File: config.mk
export PLATFORM = sky130hd
export DESIGN_NAME = gmpl_ram
export DESIGN_NICKNAME = d
export VERILOG_FILES = /design/src/sv/grid_min_path_length_dp_unit_assert.svh /design/src/sv/gmpl_ram.sv
export SDC_FILE = /design/constraint.sdc
export NUM_CORES = 1
export LEC_CHECK = 0
export ABC_AREA = 1
export BUFFER_PORTS_ARGS = -buffer_cell sky130_fd_sc_hd__buf_4
export CORE_MARGIN = 4
export CORE_UTILIZATION = 60
export CTS_CLUSTER_SIZE = 16
export DETAILED_ROUTE_END_ITERATION = 12
export PLACE_DENSITY_LB_ADDON = 0.1
export SYNTH_ARGS = -nofsm -noshare
export SYNTH_HDL_FRONTEND = slang
export SYNTH_SLANG_ARGS = --single-unit
File: constraint.sdc
create_clock -name clk -period 1.1 [get_ports clk]
set_input_delay 0.055 -clock clk [delete_from_list [all_inputs] [get_ports clk]]
set_output_delay 0.055 -clock clk [all_outputs]
set_load 0.01 [all_outputs]
File: src/sv/grid_min_path_length_dp_unit_assert.svh
// assertion macros for the grid shortest path unit
// no dependencies; included by the modules that carry assertions
`ifndef GRID_MIN_PATH_LENGTH_DP_UNIT_ASSERT_SVH
`define GRID_MIN_PATH_LENGTH_DP_UNIT_ASSERT_SVH

// same-cycle implication, checked outside reset
`define GMPL_ASSERT_NOW(lbl, clk, rst_n, ante, cons, msg) \
  lbl: assert property (@(posedge clk) disable iff (!rst_n) (ante) |-> (cons)) else $error(msg);

// next-cycle implication, checked outside reset
`define GMPL_ASSERT_NEXT(lbl, clk, rst_n, ante, cons, msg) \
  lbl: assert property (@(posedge clk) disable iff (!rst_n) (ante) |=> (cons)) else $error(msg);

`endif

File: src/sv/gmpl_ram.sv
// generic single write port, single read port ram with registered read
// no dependencies
module gmpl_ram #(
  parameter int WIDTH = 8,
  parameter int DEPTH = 16
) (
  input  logic                                      clk,
  input  logic                                      wr_en,
  input  logic [((DEPTH > 1) ? $clog2(DEPTH) : 1)-1:0] wr_addr,
  input  logic [WIDTH-1:0]                          wr_data,
  input  logic                                      rd_en,
  input  logic [((DEPTH > 1) ? $clog2(DEPTH) : 1)-1:0] rd_addr,
  output logic [WIDTH-1:0]                          rd_data
);

  logic [WIDTH-1:0] mem [DEPTH];
  logic [WIDTH-1:0] rd_data_r;

  // read-first: a read at the written address returns the old word
  always_ff @(posedge clk) begin
    if (wr_en) mem[wr_addr] <= wr_data;
    if (rd_en) rd_data_r <= mem[rd_addr];
  end

  assign rd_data = rd_data_r;

endmodule

-- Yosys cells after proc, flatten, opt, wreduce, memory -nomap -nowiden
Memories as Yosys holds them, arrays and structs flattened. A register that Yosys moved wholly into a read port is not among the register bits.
Cells that the tools add are included.
W data, S select, Z words.
- bits in registers: 0
- input bits: 19
- memories kept: 1
- word-level logic and storage cells: 3
- RAM bits: 128
- memory list (memory ; depth ; bits a word ; rd ports ; clocked after memory_dff ; wr ports ; RTL line ; source):
    mem ; 16 ; 8 ; 1 ; 1 ; 1 ; gmpl_ram.sv:16 ; logic [WIDTH-1:0] mem [DEPTH];
- muxes and demuxes: 2
- operator list (cell ; number):
    $mux W1 ; 2

-- Longest topological paths before layout
- word-level depth: 2
- depth in mapped cells: 8
- gate-level depth less buffers: 7

-- Least setup slack after synthesis
No wires, ideal clock.
- kind: input-to-reg
- from: in wr_addr[3] (netlist name)
- to: mem mem[4][0], enable pin
- stages: 2
- buffers on the path: 0
- setup time: 0.370 ns
- slack: 0.094 ns
- data arrival time: 0.636 ns
- cell sequence: nand3b_1 nor2_1
- RTL lines (item ; RTL line ; source):
    start, declared ; gmpl_ram.sv:9 ; input logic [((DEPTH > 1) ? $clog2(DEPTH) : 1)-1:0] wr_addr,
    end, declared ; gmpl_ram.sv:16 ;
No word-level cell before the write port.

-- Worst setup path after layout
- from: reg rd_data_r[1] (netlist: rd_data[1]), read port of mem
- to: out rd_data[1]
- RTL lines (item ; RTL line ; source):
    start, declared ; gmpl_ram.sv:17 ; logic [WIDTH-1:0] rd_data_r;
    end, declared ; gmpl_ram.sv:13 ; output logic [WIDTH-1:0] rd_data
No word-level cell between the ends.

==> impl_metrics.tcl <==
set metrics [dict create \
    status "complete, but fails checks" \
    violations "negative setup slack" \
    initial_core_util 0.624 \
    ant_nets 0 \
    p_clk_frac 0.454 \
    multi_input_area_sq_um 1330 \
    critical_path_class "reg -> out" \
    p_sw_mw 2.71 \
    path_delay_family "flip-flops" \
    rr_worst_depth 6 \
    seqPwrFrac 0.476 \
    tightest_slew_ns 0.629 \
    drc 0 \
    cts_root_buf "clkbuf_8" \
    internal-power_mw 9.63 \
    dieArea_sq_um 11400 \
    finalSetupViolCount 9 \
    vias_per_cell 5.34 \
    setup_slack_ns -0.0353 \
    finalSetupTns_ns -0.184 \
    synth_warnings 0 \
    yosysSeqAreaShare 0.698 \
    synth_nets 570 \
    p_leak_nw 3.08 \
    worst-path-max-fanout 1 \
    clock-sinks 136 \
    cts_tree "built" \
    grt-ovfl-total 0 \
    final_cell_mix "nand2_1, edfxtp_1, inv_1" \
    instances_no_fill 749 \
    drt_iter0_drc 370 \
    fill_cells 636 \
    slowest_delay_ns 0.43 \
    grt_pass1_vias 3879 \
    cp_cell_sequence "buf_6" \
    finalWeightedCongestion 0.839 \
    holdCritPathClass "in -> reg" \
    clock.fmax_ghz 0.881 \
    vdd_drop_max_mv 1.10 \
    power_density_nw_per_um2 1730 \
    via_count 3997 \
    post_drt_wl_per_cell_microns 17.4 \
    chipWidth_microns 107 \
    dp_cells 707 \
    hold_viol 0 \
    cts_setup_buffers 0 \
    critPathBufInv 1 \
    htreeDepth 4 \
    crit_path_end_kind "output pin" \
    cap_viol_max_count 0 \
    layout_commonest_cell "nand2_1" \
    place_ws_ns -0.189 \
    clk_path_buf_depth 2 \
    dp_hpwl_mm 7.81 \
    drive_above_1_share 0.171 \
    maxSlewViolCount 0 \
    clock_skew_ns 0.00775 \
    cp.depth 1 \
    final.period_utilization 1.03 \
    finalCriticalPeriod_ns 1.14 \
    grt_pass1_wl_mm 20.9 \
    io_pins 27 \
    crit_required_ns 1.04 \
    ys_seq_elements 136 \
    cp.arrival_ns 1.08 \
    globalRouteTotalUtil 0.248 \
    synthToLayoutAreaGrowth_pct 21.9 \
    combPwrFrac 0.069 \
    ys_types 11 \
    synthCells 551 \
    slowest_stage "edfxtp_1" \
    finalPower_mw 12.3 \
    antenna_cells 0 \
    synthesis.area_sq_um 5850 \
    slew_headroom 0.580 \
    hold_ws_ns 0.171 \
    rsz0062_at_grt "true" \
    clock_latency_ns 0.51 \
    cts.clk_slew.worst_paths_ns 0.06 \
    cts-buffers-inserted 17 \
    grt_max_degree 36 \
    hold_depth 6 \
    regArea_sq_um 4080 \
    coreArea_sq_um 9370 \
    final_nets 626 \
    cp-start-kind "flip-flop" \
    wirelength_mm 13.1 \
    syn_avg_cell_area_sq_um 10.6 \
    std_cell_rows 35 \
    dr.pass1.iters 5 \
    io_buffers 26 \
    antenna_found_initial 0 \
    die_h_microns 107 \
    p_sw_frac 0.220 \
]
cell usage after synthesis:
cell | count | area [sq um]
buf_1 | 1 | 3.75
edfxtp_1 | 136 | 4080
buf_2 | 13 | 65.1
nand3_1 | 97 | 485
buf_6 | 6 | 67.6
inv_2 | 2 | 7.51
buf_4 | 4 | 30.0
nand3b_1 | 2 | 15.0
nor2_1 | 17 | 63.8
nand2_1 | 173 | 649
inv_1 | 100 | 375
metrics by stage:
step | instance area [sq um] | utilization
5_1_grt | 7130 | 0.760
4_1_cts | 7070 | 0.754
3_3_place_gp | 6290 | 0.671
6_report | 7130 | 0.760
3_5_place_dp | 6290 | 0.671
2_1_floorplan | 5850 | -
registers in the layout, summed over array words and instances (netlist names):
register	flops
mem	128
rd_data	8
timing repair:
| action | CTS | global route |
|---|---|---|
| pin swaps | 2 | 11 |
| resized for setup | 20 | 12 |
| hold buffers | 10 | 0 |
| hold endpoints to repair | 144 | 0 |
| setup endpoints to repair | 14 | 16 |
worst paths after layout:
check | slack, ns | startpoint | endpoint
min reg2reg | 0.77 | mem[14][7] | rd_data[7]
max | -0.04 | rd_data[1] | rd_data[1]
max reg2reg | -0.01 | mem[6][1] | rd_data[1]
min | 0.17 | rd_addr[2] | rd_data[1]
worst register-to-register path: cells and delay by family (launching register included):
family | cells | cell delay, ns
AND/OR/NAND/NOR | 5 | 0.42
flip-flops | 1 | 0.38
buffers and inverters | 1 | 0.06
layer usage:
metal,share of wire,up-vias,track usage
met5,0,-,0
met2,0.47,168,0.382
met4,0.020,0,0.0785
met1,0.43,1912,0.358
li1,-,1895,-
met3,0.079,22,0.0536
cells by family after synthesis:
family,synth area share
flip-flops,0.698
buffers and inverters,0.0939
AND/OR/NAND/NOR,0.208
power by group through the flow:
stage | Combinational [mW] | Clock (mW) | Sequential [mW]
global route | 0.943 | 5.90 | 5.89
detailed placement | 0.765 | 0 | 5.98
CTS | 0.835 | 5.64 | 5.88
floorplan | 0.409 | 0 | 5.99
finish | 0.857 | 5.61 | 5.88
global placement | 0.746 | 0 | 5.98
cell type report:
class / instances / share of cell area
Sequential cell: 136 / 0.573
Multi-Input combinational cell: 289 / 0.187
Timing Repair Buffer: 61 / 0.0808
Clock buffer: 19 / 0.0592
Inverter: 102 / 0.0537
Clock inverter: 13 / 0.0237
Tap cell: 129 / 0.0227
Power figures use the tool's default switching activity.
